$ cat src/mhe_pkg.sv
`default_nettype none
package mhe_pkg;

  localparam int CMD_W   = 4;
  localparam int VALUE_W = 64;
  localparam int BYTE_W  = 8;
  localparam int CNT_W   = 4;
  localparam int CFG_IDX_W  = 1;
  localparam int CFG_DATA_W = 1;

  localparam logic [CMD_W-1:0] CMD_NIL    = 4'd0;
  localparam logic [CMD_W-1:0] CMD_FALSE  = 4'd1;
  localparam logic [CMD_W-1:0] CMD_TRUE   = 4'd2;
  localparam logic [CMD_W-1:0] CMD_SINT   = 4'd3;
  localparam logic [CMD_W-1:0] CMD_UINT   = 4'd4;
  localparam logic [CMD_W-1:0] CMD_DOUBLE = 4'd5;
  localparam logic [CMD_W-1:0] CMD_STRING = 4'd6;
  localparam logic [CMD_W-1:0] CMD_BUFFER = 4'd7;
  localparam logic [CMD_W-1:0] CMD_SYMBOL = 4'd8;
  localparam logic [CMD_W-1:0] CMD_ARRAY  = 4'd9;
  localparam logic [CMD_W-1:0] CMD_MAP    = 4'd10;

  localparam logic [CFG_IDX_W-1:0] REG_STRING_AS_BIN = 1'd0;
  localparam logic [CFG_IDX_W-1:0] REG_BUFFER_AS_BIN = 1'd1;

  localparam logic [BYTE_W-1:0] TAG_NIL      = 8'hC0;
  localparam logic [BYTE_W-1:0] TAG_FALSE    = 8'hC2;
  localparam logic [BYTE_W-1:0] TAG_TRUE     = 8'hC3;
  localparam logic [BYTE_W-1:0] TAG_BIN8     = 8'hC4;
  localparam logic [BYTE_W-1:0] TAG_DOUBLE   = 8'hCB;
  localparam logic [BYTE_W-1:0] TAG_UINT8    = 8'hCC;
  localparam logic [BYTE_W-1:0] TAG_UINT16   = 8'hCD;
  localparam logic [BYTE_W-1:0] TAG_UINT32   = 8'hCE;
  localparam logic [BYTE_W-1:0] TAG_UINT64   = 8'hCF;
  localparam logic [BYTE_W-1:0] TAG_INT8     = 8'hD0;
  localparam logic [BYTE_W-1:0] TAG_INT16    = 8'hD1;
  localparam logic [BYTE_W-1:0] TAG_INT32    = 8'hD2;
  localparam logic [BYTE_W-1:0] TAG_INT64    = 8'hD3;
  localparam logic [BYTE_W-1:0] TAG_STR8     = 8'hD9;
  localparam logic [BYTE_W-1:0] TAG_FIXSTR   = 8'hA0;
  localparam logic [BYTE_W-1:0] TAG_FIXARRAY = 8'h90;
  localparam logic [BYTE_W-1:0] TAG_ARRAY16  = 8'hDC;
  localparam logic [BYTE_W-1:0] TAG_FIXMAP   = 8'h80;
  localparam logic [BYTE_W-1:0] TAG_MAP16    = 8'hDE;

  // One classified token: the tag byte and the payload bytes that follow it,
  // with the first payload byte in the top byte of data.
  typedef struct packed {
    logic [BYTE_W-1:0]  tag;
    logic [VALUE_W-1:0] data;
    logic [CNT_W-1:0]   nbytes;
  } job_t;

endpackage
`default_nettype wire

$ cat src/mhe_if.sv
`default_nettype none
interface mhe_tok_if import mhe_pkg::*; ();
  logic               valid;
  logic               ready;
  logic [CMD_W-1:0]   cmd;
  logic [VALUE_W-1:0] value;
  modport source (output valid, cmd, value, input ready);
  modport sink (input valid, cmd, value, output ready);
endinterface

interface mhe_byte_if import mhe_pkg::*; ();
  logic              valid;
  logic              ready;
  logic [BYTE_W-1:0] out_byte;
  logic              last;
  modport source (output valid, out_byte, last, input ready);
  modport sink (input valid, out_byte, last, output ready);
endinterface
`default_nettype wire

$ cat src/mhe_front.sv
`default_nettype none
module mhe_front import mhe_pkg::*; (
  input  wire logic                  clk,
  input  wire logic                  rst,
  mhe_tok_if.sink                    tok,
  input  wire logic                  cfg_we,
  input  wire logic [CFG_IDX_W-1:0]  cfg_index,
  input  wire logic [CFG_DATA_W-1:0] cfg_wdata,
  input  wire logic                  full,
  output logic                       push,
  output job_t                       job
);

  logic string_as_bin;
  logic buffer_as_bin;
  logic as_bin;
  logic [VALUE_W-1:0] v;
  logic [31:0] len;
  logic [BYTE_W-1:0] str_tag;
  logic known;

  always_ff @(posedge clk) begin
    if (rst) begin
      string_as_bin <= 1'b0;
      buffer_as_bin <= 1'b1;
    end else if (cfg_we) begin
      unique case (cfg_index)
        REG_STRING_AS_BIN: string_as_bin <= cfg_wdata[0];
        REG_BUFFER_AS_BIN: buffer_as_bin <= cfg_wdata[0];
        default: ;
      endcase
    end
  end

  assign tok.ready = !full;
  assign push = tok.valid && !full && known;
  assign v = tok.value;
  // Lengths above 32 bits saturate.
  assign len = (|v[63:32]) ? 32'hFFFF_FFFF : v[31:0];

  always_comb begin
    unique case (tok.cmd)
      CMD_STRING: as_bin = string_as_bin;
      CMD_BUFFER: as_bin = buffer_as_bin;
      default:    as_bin = 1'b0;
    endcase
    str_tag = as_bin ? TAG_BIN8 : TAG_STR8;
  end

  always_comb begin
    known      = 1'b1;
    job.tag    = TAG_NIL;
    job.data   = v;
    job.nbytes = 4'd0;
    unique case (tok.cmd)
      CMD_NIL:    job.tag = TAG_NIL;
      CMD_FALSE:  job.tag = TAG_FALSE;
      CMD_TRUE:   job.tag = TAG_TRUE;
      CMD_SINT, CMD_UINT: begin
        if (tok.cmd == CMD_SINT && v[63]) begin
          if (&v[63:5]) begin
            job.tag = v[7:0];
          end else if (&v[63:7]) begin
            job.tag = TAG_INT8;  job.data = {v[7:0], 56'd0};  job.nbytes = 4'd1;
          end else if (&v[63:15]) begin
            job.tag = TAG_INT16; job.data = {v[15:0], 48'd0}; job.nbytes = 4'd2;
          end else if (&v[63:31]) begin
            job.tag = TAG_INT32; job.data = {v[31:0], 32'd0}; job.nbytes = 4'd4;
          end else begin
            job.tag = TAG_INT64; job.nbytes = 4'd8;
          end
        end else begin
          if (!(|v[63:7])) begin
            job.tag = v[7:0];
          end else if (!(|v[63:8])) begin
            job.tag = TAG_UINT8;  job.data = {v[7:0], 56'd0};  job.nbytes = 4'd1;
          end else if (!(|v[63:16])) begin
            job.tag = TAG_UINT16; job.data = {v[15:0], 48'd0}; job.nbytes = 4'd2;
          end else if (!(|v[63:32])) begin
            job.tag = TAG_UINT32; job.data = {v[31:0], 32'd0}; job.nbytes = 4'd4;
          end else begin
            job.tag = TAG_UINT64; job.nbytes = 4'd8;
          end
        end
      end
      CMD_DOUBLE: begin
        job.tag = TAG_DOUBLE; job.nbytes = 4'd8;
      end
      CMD_STRING, CMD_BUFFER, CMD_SYMBOL: begin
        // Bin has no inline form, so only str uses fixstr.
        if (!as_bin && !(|len[31:5])) begin
          job.tag = TAG_FIXSTR | {3'd0, len[4:0]};
        end else if (!(|len[31:8])) begin
          job.tag = str_tag;        job.data = {len[7:0], 56'd0};  job.nbytes = 4'd1;
        end else if (!(|len[31:16])) begin
          job.tag = str_tag + 8'd1; job.data = {len[15:0], 48'd0}; job.nbytes = 4'd2;
        end else begin
          job.tag = str_tag + 8'd2; job.data = {len, 32'd0};       job.nbytes = 4'd4;
        end
      end
      CMD_ARRAY, CMD_MAP: begin
        if (!(|len[31:4])) begin
          job.tag = ((tok.cmd == CMD_ARRAY) ? TAG_FIXARRAY : TAG_FIXMAP) | {4'd0, len[3:0]};
        end else if (!(|len[31:16])) begin
          job.tag = (tok.cmd == CMD_ARRAY) ? TAG_ARRAY16 : TAG_MAP16;
          job.data = {len[15:0], 48'd0}; job.nbytes = 4'd2;
        end else begin
          job.tag = ((tok.cmd == CMD_ARRAY) ? TAG_ARRAY16 : TAG_MAP16) + 8'd1;
          job.data = {len, 32'd0}; job.nbytes = 4'd4;
        end
      end
      default: known = 1'b0;
    endcase
  end

endmodule
`default_nettype wire

$ cat src/mhe_fifo.sv
`default_nettype none
module mhe_fifo import mhe_pkg::*; #(
  parameter int DEPTH = 2
) (
  input  wire logic clk,
  input  wire logic rst,
  input  wire logic push,
  input  wire job_t wdata,
  input  wire logic pop,
  output job_t      rdata,
  output logic      full,
  output logic      empty
);

  localparam int PW = (DEPTH > 1) ? $clog2(DEPTH) : 1;
  localparam int CW = $clog2(DEPTH + 1);

  job_t entries [DEPTH];
  logic [PW-1:0] wptr;
  logic [PW-1:0] rptr;
  logic [CW-1:0] count;

  assign full  = (count == CW'(DEPTH));
  assign empty = (count == '0);
  assign rdata = entries[rptr];

  always_ff @(posedge clk) begin
    if (push) entries[wptr] <= wdata;
  end

  always_ff @(posedge clk) begin
    if (rst) begin
      wptr  <= '0;
      rptr  <= '0;
      count <= '0;
    end else begin
      if (push) wptr <= (wptr == PW'(DEPTH - 1)) ? '0 : wptr + 1'b1;
      if (pop)  rptr <= (rptr == PW'(DEPTH - 1)) ? '0 : rptr + 1'b1;
      if (push && !pop) count <= count + 1'b1;
      else if (pop && !push) count <= count - 1'b1;
    end
  end

  a_no_overflow: assert property (@(posedge clk) disable iff (rst) !(push && full))
    else $error("queue written while full");
  a_no_underflow: assert property (@(posedge clk) disable iff (rst) !(pop && empty))
    else $error("queue read while empty");
  a_count_range: assert property (@(posedge clk) disable iff (rst) count <= CW'(DEPTH))
    else $error("queue count out of range");

endmodule
`default_nettype wire

$ cat src/mhe_back.sv
`default_nettype none
module mhe_back import mhe_pkg::*; (
  input  wire logic clk,
  input  wire logic rst,
  input  wire job_t job,
  input  wire logic empty,
  output logic      pop,
  mhe_byte_if.source hdr
);

  logic               busy;
  logic [CNT_W-1:0]   rem;
  logic [VALUE_W-1:0] sh;
  logic               out_valid;
  logic [BYTE_W-1:0]  out_byte;
  logic               out_last;
  logic               adv;

  assign hdr.valid    = out_valid;
  assign hdr.out_byte = out_byte;
  assign hdr.last     = out_last;

  // The output register can take a new byte when it is empty or being drained.
  assign adv = !out_valid || hdr.ready;
  assign pop = adv && !busy && !empty;

  always_ff @(posedge clk) begin
    if (rst) begin
      busy      <= 1'b0;
      out_valid <= 1'b0;
    end else if (adv) begin
      if (busy) begin
        out_valid <= 1'b1;
        busy      <= (rem != 4'd1);
      end else if (!empty) begin
        out_valid <= 1'b1;
        busy      <= (job.nbytes != 4'd0);
      end else begin
        out_valid <= 1'b0;
      end
    end
  end

  always_ff @(posedge clk) begin
    if (adv) begin
      if (busy) begin
        out_byte <= sh[VALUE_W-1 -: BYTE_W];
        out_last <= (rem == 4'd1);
        sh       <= sh << BYTE_W;
        rem      <= rem - 4'd1;
      end else if (!empty) begin
        out_byte <= job.tag;
        out_last <= (job.nbytes == 4'd0);
        sh       <= job.data;
        rem      <= job.nbytes;
      end
    end
  end

  a_pop_idle: assert property (@(posedge clk) disable iff (rst) pop |-> !busy)
    else $error("new token taken while one is still being sent");
  a_busy_rem: assert property (@(posedge clk) disable iff (rst) busy |-> rem != 4'd0)
    else $error("serializer busy with no bytes left");
  a_more_follows: assert property (@(posedge clk) disable iff (rst)
    (out_valid && !out_last) |-> busy)
    else $error("non-final byte shown with nothing left to follow it");

endmodule
`default_nettype wire

$ cat src/msgpack_header_encoder_core.sv
`default_nettype none
// MessagePack header encoder. Each token accepted on tok (nil, booleans, signed
// or unsigned integers, double bit patterns, string, buffer and symbol lengths,
// array and map counts) comes out on hdr as its header bytes, most significant
// first, with last set on the final byte; the smallest form is always chosen.
// A token's header is its tag byte and then the payload bytes of its form
// (0, 1, 2, 4 or 8 of them), sent one at a time through the single byte-wide
// output register, which holds each byte while hdr is not ready. Tokens are
// classified in the cycle they are accepted and wait in a DEPTH-entry queue,
// so tok takes one token a cycle while the queue has room. Unknown commands
// are accepted and produce nothing. Registers: index 0 string_as_bin (reset 0),
// index 1 buffer_as_bin (reset 1); only bit 0 of the write data is kept.
module msgpack_header_encoder_core import mhe_pkg::*; #(
  parameter int DEPTH = 2
) (
  input  wire logic                  clk,
  input  wire logic                  rst,
  mhe_tok_if.sink                    tok,
  mhe_byte_if.source                 hdr,
  input  wire logic                  cfg_we,
  input  wire logic [CFG_IDX_W-1:0]  cfg_index,
  input  wire logic [CFG_DATA_W-1:0] cfg_wdata
);

  job_t push_job;
  job_t head_job;
  logic push;
  logic pop;
  logic full;
  logic empty;

  mhe_front u_front (
    .clk       (clk),
    .rst       (rst),
    .tok       (tok),
    .cfg_we    (cfg_we),
    .cfg_index (cfg_index),
    .cfg_wdata (cfg_wdata),
    .full      (full),
    .push      (push),
    .job       (push_job)
  );

  mhe_fifo #(.DEPTH(DEPTH)) u_fifo (
    .clk   (clk),
    .rst   (rst),
    .push  (push),
    .wdata (push_job),
    .pop   (pop),
    .rdata (head_job),
    .full  (full),
    .empty (empty)
  );

  mhe_back u_back (
    .clk   (clk),
    .rst   (rst),
    .job   (head_job),
    .empty (empty),
    .pop   (pop),
    .hdr   (hdr)
  );

endmodule
`default_nettype wire
$ cat src/flat_wrapper.sv
// flat-port wrapper written by rule: the top's interface ports become plain ports
module msgpack_header_encoder_core_flat import mhe_pkg::*;
#(
  parameter int DEPTH = 2
)
  (clk, rst, cfg_we, cfg_index, cfg_wdata, tok_valid, tok_cmd, tok_value, tok_ready, hdr_valid, hdr_out_byte, hdr_last, hdr_ready);
  mhe_tok_if tok_i ();
  mhe_byte_if hdr_i ();
  input  wire logic clk;
  input  wire logic rst;
  input  wire logic cfg_we;
  input  wire logic [CFG_IDX_W-1:0] cfg_index;
  input  wire logic [CFG_DATA_W-1:0] cfg_wdata;
  input wire logic [$bits(tok_i.valid)-1:0] tok_valid;
  input wire logic [$bits(tok_i.cmd)-1:0] tok_cmd;
  input wire logic [$bits(tok_i.value)-1:0] tok_value;
  output wire logic [$bits(tok_i.ready)-1:0] tok_ready;
  output wire logic [$bits(hdr_i.valid)-1:0] hdr_valid;
  output wire logic [$bits(hdr_i.out_byte)-1:0] hdr_out_byte;
  output wire logic [$bits(hdr_i.last)-1:0] hdr_last;
  input wire logic [$bits(hdr_i.ready)-1:0] hdr_ready;
  assign tok_i.valid = tok_valid;
  assign tok_i.cmd = tok_cmd;
  assign tok_i.value = tok_value;
  assign tok_ready = tok_i.ready;
  assign hdr_valid = hdr_i.valid;
  assign hdr_out_byte = hdr_i.out_byte;
  assign hdr_last = hdr_i.last;
  assign hdr_i.ready = hdr_ready;
  msgpack_header_encoder_core #(.DEPTH(DEPTH)) u_core (.clk(clk), .rst(rst), .tok(tok_i), .hdr(hdr_i), .cfg_we(cfg_we), .cfg_index(cfg_index), .cfg_wdata(cfg_wdata));
endmodule
$ cat config.mk
export PLATFORM = sky130hd
export DESIGN_NAME = msgpack_header_encoder_core_flat
export DESIGN_NICKNAME = d
export VERILOG_FILES = /design/src/mhe_pkg.sv /design/src/mhe_if.sv /design/src/mhe_front.sv /design/src/mhe_fifo.sv /design/src/mhe_back.sv /design/src/msgpack_header_encoder_core.sv /design/src/flat_wrapper.sv
export SDC_FILE = /design/constraint.sdc
export NUM_CORES = 1
export LEC_CHECK = 0
export BUFFER_PORTS_ARGS = -buffer_cell sky130_fd_sc_hd__buf_2
export CORE_MARGIN = 3
export CORE_UTILIZATION = 61
export CTS_CLUSTER_DIAMETER = 80
export DETAILED_ROUTE_END_ITERATION = 16
export GPL_TIMING_DRIVEN = 0
export PLACE_DENSITY = 0.79
export SLEW_MARGIN = 25
export SYNTH_ARGS = -nofsm -noshare
export SYNTH_HDL_FRONTEND = slang
export SYNTH_SLANG_ARGS = --single-unit
$ cat constraint.sdc
create_clock -name clk -period 6.65 [get_ports clk]
set_clock_uncertainty 0.2 [all_clocks]
set_input_delay 0.3325 -clock clk [delete_from_list [all_inputs] [get_ports clk]]
set_output_delay 0.3325 -clock clk [all_outputs]
set_load 0.005 [all_outputs]
== Word level (Yosys, flattened, before mapping) ==
Memories as Yosys holds them, arrays and structs flattened. A register that Yosys moved wholly into a read port is not among the register bits.
Cells that the tools add are included.
W data, S select, Z words.

* Flip-flop bits (word level): 85
* Bits in writable memories: 152
* Bits of input ports: 75
* Output and inout bits: 11
* Logic and storage cells: 129
* Memories kept: 1

* Add/sub/neg operators: 8
* Eq/ne operators: 14
* Mux-type cells: 51
* Bitwise logic cells: 2
* Reductions and logical operators: 41

{| class="wikitable"
|+ Memory list
! name !! depth !! bits a word !! rd ports !! clocked after memory_dff !! write ports !! RTL line !! RTL
|-
| u_core.u_fifo.entries || 2 || 76 || 1 || 1 || 1 || mhe_fifo.sv:18 || <nowiki>job_t entries [DEPTH];</nowiki>
|}

{| class="wikitable"
|+ Operators by type and width
! kind !! count
|-
| $mux W76 || 8
|-
| $mux W68 || 4
|-
| $mux W64 || 4
|-
| $pmux W64 S3 || 1
|-
| $reduce_and A59 Y1 || 1
|-
| $reduce_and A57 Y1 || 1
|-
| $reduce_or A57 Y1 || 1
|-
| $reduce_or A56 Y1 || 1
|-
| $reduce_and A49 Y1 || 1
|-
| $mux W8 || 6
|-
| $pmux W8 S6 || 1
|-
| $reduce_or A48 Y1 || 1
|-
| $reduce_and A33 Y1 || 1
|-
| $mux W32 || 1
|-
| $reduce_or A32 Y1 || 1
|-
| $reduce_or A28 Y1 || 1
|-
| $reduce_or A27 Y1 || 1
|-
| $reduce_or A24 Y1 || 1
|-
| $add A7 B2 Y8 const B || 2
|-
| $eq A4 B3 Y1 const B || 4
|-
| $mux W4 || 4
|-
| $pmux W4 S4 || 1
|-
| $reduce_or A16 Y1 || 1
|-
| $mux W1 || 15
|-
| other kinds (27) || 53
|}

== Longest topological paths before layout ==
* Depth after elaboration: 8
* Mapped depth: 10
* Mapped depth without buffers: 9

== Hierarchy ==
Synthesis repeated with hierarchy kept, for this count alone.

* Cell total of the unflattened synthesis: 953
* Area, all modules: 12160.4 sq um

{| class="wikitable"
|+ Modules (own cells, without submodules)
! module !! times used !! cells each !! area each (sq um) !! sequential area each (sq um)
|-
| mhe_fifo || 1 || 258 || 5844.4 || 4664.5
|-
| mhe_back || 1 || 186 || 3340.7 || 2352.3
|-
| mhe_front || 1 || 509 || 2975.4 || 40.0
|}

== Least setup slack after synthesis ==
OpenSTA, ideal clock, no wires.

* Path kind: input to register
* Start: in tok_cmd[1]
* End: mem u_core.u_fifo.entries[0][0] in the netlist's numbering (enable)
* Library setup time: 0.520 ns
* Arrival: 4.389 ns
* Data required time: 5.930 ns
* Slack: 1.541 ns
* Cell stages on the path: 4
* Path buffers: 1
* Path through: buf_1 a21o_1 a21oi_1 nor2b_1

* Cells in the longest elaborated chain, start to end: 6
* Elaborated cells between the ends (all ways): 16
* Classes of those cells: eq/ne (10); mux (3); reduce/logical (3)

{| class="wikitable"
|+ Ends and longest elaborated chain
! what !! RTL line !! RTL
|-
| start: declaration || flat_wrapper.sv:15 || <nowiki>input wire logic [$bits(tok_i.cmd)-1:0] tok_cmd;</nowiki>
|-
| $eq A4 B2 Y1 (tied with other cells) || mhe_front.sv:55 || <nowiki>unique case (tok.cmd)</nowiki>
|-
| $reduce_or A11 Y1 (no source line) * || -- ||
|-
| $mux W1 * || mhe_front.sv:55 ||
|-
| $logic_and A1 B1 Y1 * || mhe_front.sv:36 || <nowiki>assign push = tok.valid && !full && known;</nowiki>
|-
| net u_core.push || msgpack_header_encoder_core.sv:27 || <nowiki>logic push;</nowiki>
|-
| $mux W1 * || mhe_fifo.sv:28 || <nowiki>if (push) entries[wptr] <= wdata;</nowiki>
|-
| $mux W1 (implied by the code) * || mhe_fifo.sv:28 ||
|-
| end: declaration || mhe_fifo.sv:18 ||
|}

Mark *: on every way through the listed nets, which the timed path passes. The rest lies on a longest branch.

==> flow_summary.json <==
{
  "startpoint": "tok_value[39]",
  "worst_pin_slew_ns": 1.13,
  "placed_cells": 1436,
  "r2r_slack_ns": 3.54,
  "setup.worst_path.end_class": "flip-flop",
  "crit_arrival_ns": 3.70,
  "htree_num_levels": 1,
  "crit_buf_inv": 5,
  "overflow": 0,
  "ir_drop_v": 0.000224,
  "synth_cell_type_count": 71,
  "postCtsSetupRepairBufs": 0,
  "crit_path_cell_trace": "dlygate4sd3_1, buf_2, nor4_1, nand2_1, nor4_1, buf_2, buf_2, buf_1, nand2_1, a222oi_1, o21ai_1",
  "clock_power_share": 0.272,
  "yosysWarnings": 0,
  "clock.fmax_ghz": 0.274,
  "port_buffers": 72,
  "maxCapViolations": 0,
  "design.core.area_sq_um": 19000,
  "hpwl_microns": 29000,
  "setup_ws_ns": 3.00,
  "power.density_nw_per_um2": 378,
  "synthArstFlopShare": 0,
  "critPathTopFamily": "buffers and inverters",
  "start_util": 0.633,
  "power.internal_mw": 3.51,
  "fin_crit_ns": 3.65,
  "cts.sinks": 238,
  "die_area_sq_um": 21500,
  "cp_max_fo": 10,
  "num-fill-cells": 1322,
  "cp_num_cells": 11,
  "final_cell_count_no_fill": 1486,
  "grt_pass1_vias": 9739,
  "rows": 50,
  "die_y_microns": 146,
  "antenna_found_initial": 0,
  "synthCells": 1097,
  "viasPerCell": 6.91,
  "final_hold_viol_count": 0,
  "cts_buffers": 25,
  "cts_tree": "done",
  "reg2regPathDepth": 5,
  "place_ws_ns": 2.99,
  "wl_per_cell_microns": 27.3,
  "status": "finished, final reports clean",
  "p_comb_frac": 0.270,
  "critical_path.slowest_cell": "nor4_1",
  "vias": 10263,
  "crit_type": "in -> reg",
  "p_seq_frac": 0.458,
  "p_sw_mw": 1.70,
  "ys_seq_area_frac": 0.586,
  "p_sw_frac": 0.326,
  "start_kind": "input pin",
  "path_common_cell": "buf_2",
  "io_pins": 86,
  "die_w_microns": 146,
  "globalplace.congestion": 1.10,
  "areaGrowthSynthToFinish_pct": 14.6,
  "p_leak_nw": 4.60,
  "layout_worst_path_cycle_share": 0.548,
  "final_common_cell": "edfxtp_1",
  "final_nets": 1287,
  "avgSynthCellArea_sq_um": 11.0,
  "drive_gt1_frac": 0.119,
  "min-delay-start": "hdr_ready",
  "holdPathStages": 4,
  "first_pass_iters": 6,
  "finalPower_mw": 5.21,
  "ant_nets": 0,
  "synth_edf_count": 229,
  "insertedDiodeCount": 0,
  "drc": 0,
  "synth_flop_cell": "edfxtp_1",
  "rsz0062_at_grt": "false",
  "cp_slowest_stage_delay_ns": 0.57,
  "mostFrequentLayoutCells": "edfxtp_1, nand2_1, o21ai_0",
  "grt_max_degree": 41,
  "syn_area_sq_um": 12000,
  "grt_use_total": 0.371,
  "insertion_delay_ns": 0.54,
  "grt_pass1_wl_microns": 60300,
  "min_path_type": "in -> reg",
  "routed_wirelength_microns": 40600,
  "slew_headroom": 0.239,
  "clock_path_buffers": 3,
  "drt_iter0_markers": 1482,
  "drv_slew": 0,
  "cts_root_buf": "clkbuf_16",
  "synth-seq-cells": 238,
  "clk_pin_slew_ns": 0.06,
  "setup_viol": 0,
  "synthesis.nets": 1176,
  "cp_data_required_time_ns": 6.70
}
==> layer usage <==
layer / GRT usage / vias to the layer above / share of wire / routed length [microns]
met5: 0 / - / 0 / 0
met4: 0.158 / 0 / 0.057 / 2310
met3: 0.0903 / 163 / 0.13 / 5120
met2: 0.565 / 818 / 0.44 / 17800
met1: 0.516 / 4886 / 0.38 / 15300
li1: - / 4396 / - / -
==> worst register-to-register path, cell delays in order, from the launching register on <==
cell and delay (ns):
dfxtp_1 0.33, clkbuf_1 0.42, clkbuf_1 0.69, buf_1 0.71, mux2i_1 0.17, o21ai_0 0.38
==> worst paths after layout <==
check                                               endpoint
worst max register to register          u_core.u_back.sh[56]
worst min register to register            u_core.u_fifo.rptr
worst min-delay path                 u_core.u_back.hdr.valid
worst max-delay path            u_core.u_fifo.entries[1][62]
==> area by class of cell <==
type                       count  area, sq um  share of cell area
sequential                   238         7060               0.511
multi-input combinational    766         4620               0.335
clock buffer                  27          633              0.0459
timing repair buffer          84          581              0.0421
buffer                        81          333              0.0241
tap                          260          325              0.0236
clock inverter                18          200              0.0145
inverter                      12         45.0             0.00326
==> cell families after synthesis <==
logic type	synth area share
AO/OA/AOI/OAI	0.168
XOR/XNOR	0.00509
adder cells (fa/ha/maj)	0.00416
buffers and inverters	0.0314
flip-flops	0.586
multiplexers	0.0625
AND/OR/NAND/NOR	0.142
==> synthesized netlist by cell type (4+ instances only) <==
master / instances / share of area
o21a_1: 7 / 0.0044
o22ai_1: 7 / 0.0036
o32a_1: 9 / 0.0075
nand2b_1: 5 / 0.0026
or3_1: 5 / 0.0026
nor2b_1: 34 / 0.018
o211ai_1: 5 / 0.0031
o21ai_0: 107 / 0.044
a21oi_1: 82 / 0.034
dfxtp_1: 9 / 0.015
clkbuf_1: 59 / 0.018
nor2_1: 71 / 0.022
o221ai_1: 7 / 0.0051
edfxtp_1: 229 / 0.57
o41ai_1: 4 / 0.0029
a211oi_1: 22 / 0.014
nor4_1: 17 / 0.0088
inv_1: 12 / 0.0037
a221oi_1: 9 / 0.0065
xor2_1: 4 / 0.0029
nand4_1: 24 / 0.012
buf_2: 8 / 0.0033
nand3_1: 13 / 0.0054
mux2i_1: 74 / 0.062
nand2_1: 152 / 0.047
nor3_1: 12 / 0.0050
a221o_1: 7 / 0.0058
a31oi_1: 5 / 0.0026
a21o_1: 9 / 0.0056
buf_1: 10 / 0.0031
a22o_1: 4 / 0.0029
ha_1: 4 / 0.0042
and2_1: 9 / 0.0047
==> through the flow <==
stage	TNS (ns)	hold slack, ns	area (sq um)	util
after floorplan	0	0.259	12000	-
after global placement	-51.10	0.277	12700	0.669
after detailed placement	0	0.300	12900	0.679
after CTS	0	0.00531	13800	0.725
after global routing	0	0.0304	13800	0.725
final	0	0.00897	13800	0.725
==> registers in the layout, indices dropped and copies added (netlist names), named ones only <==
register,flops
u_core.u_back.sh,64
u_core.u_back.hdr.out_byte,8
u_core.u_front.buffer_as_bin,1
u_core.u_back.rem,4
u_core.u_fifo.wptr,1
u_core.u_fifo.rptr,1
u_core.u_back.hdr.valid,1
u_core.u_fifo.count,2
u_core.u_front.string_as_bin,1
u_core.u_back.hdr.last,1
u_core.u_fifo.entries,152
u_core.u_back.busy,1
==> power groups by stage <==
stage	Sequential (mW)	Clock, mW	Combinational [mW]
floorplan	2.38	0	0.797
global placement	2.46	0	1.20
detailed placement	2.40	0	1.37
CTS	2.38	1.42	1.39
global route	2.41	1.48	1.51
finish	2.39	1.42	1.41
==> repair_timing <==
action / 4_1_cts / 5_1_grt
gates resized for setup: 0 / 0
hold buffers: 5 / 0
hold endpoints to repair: 9 / 0
Note: power is estimated with default switching activity, not from simulation.
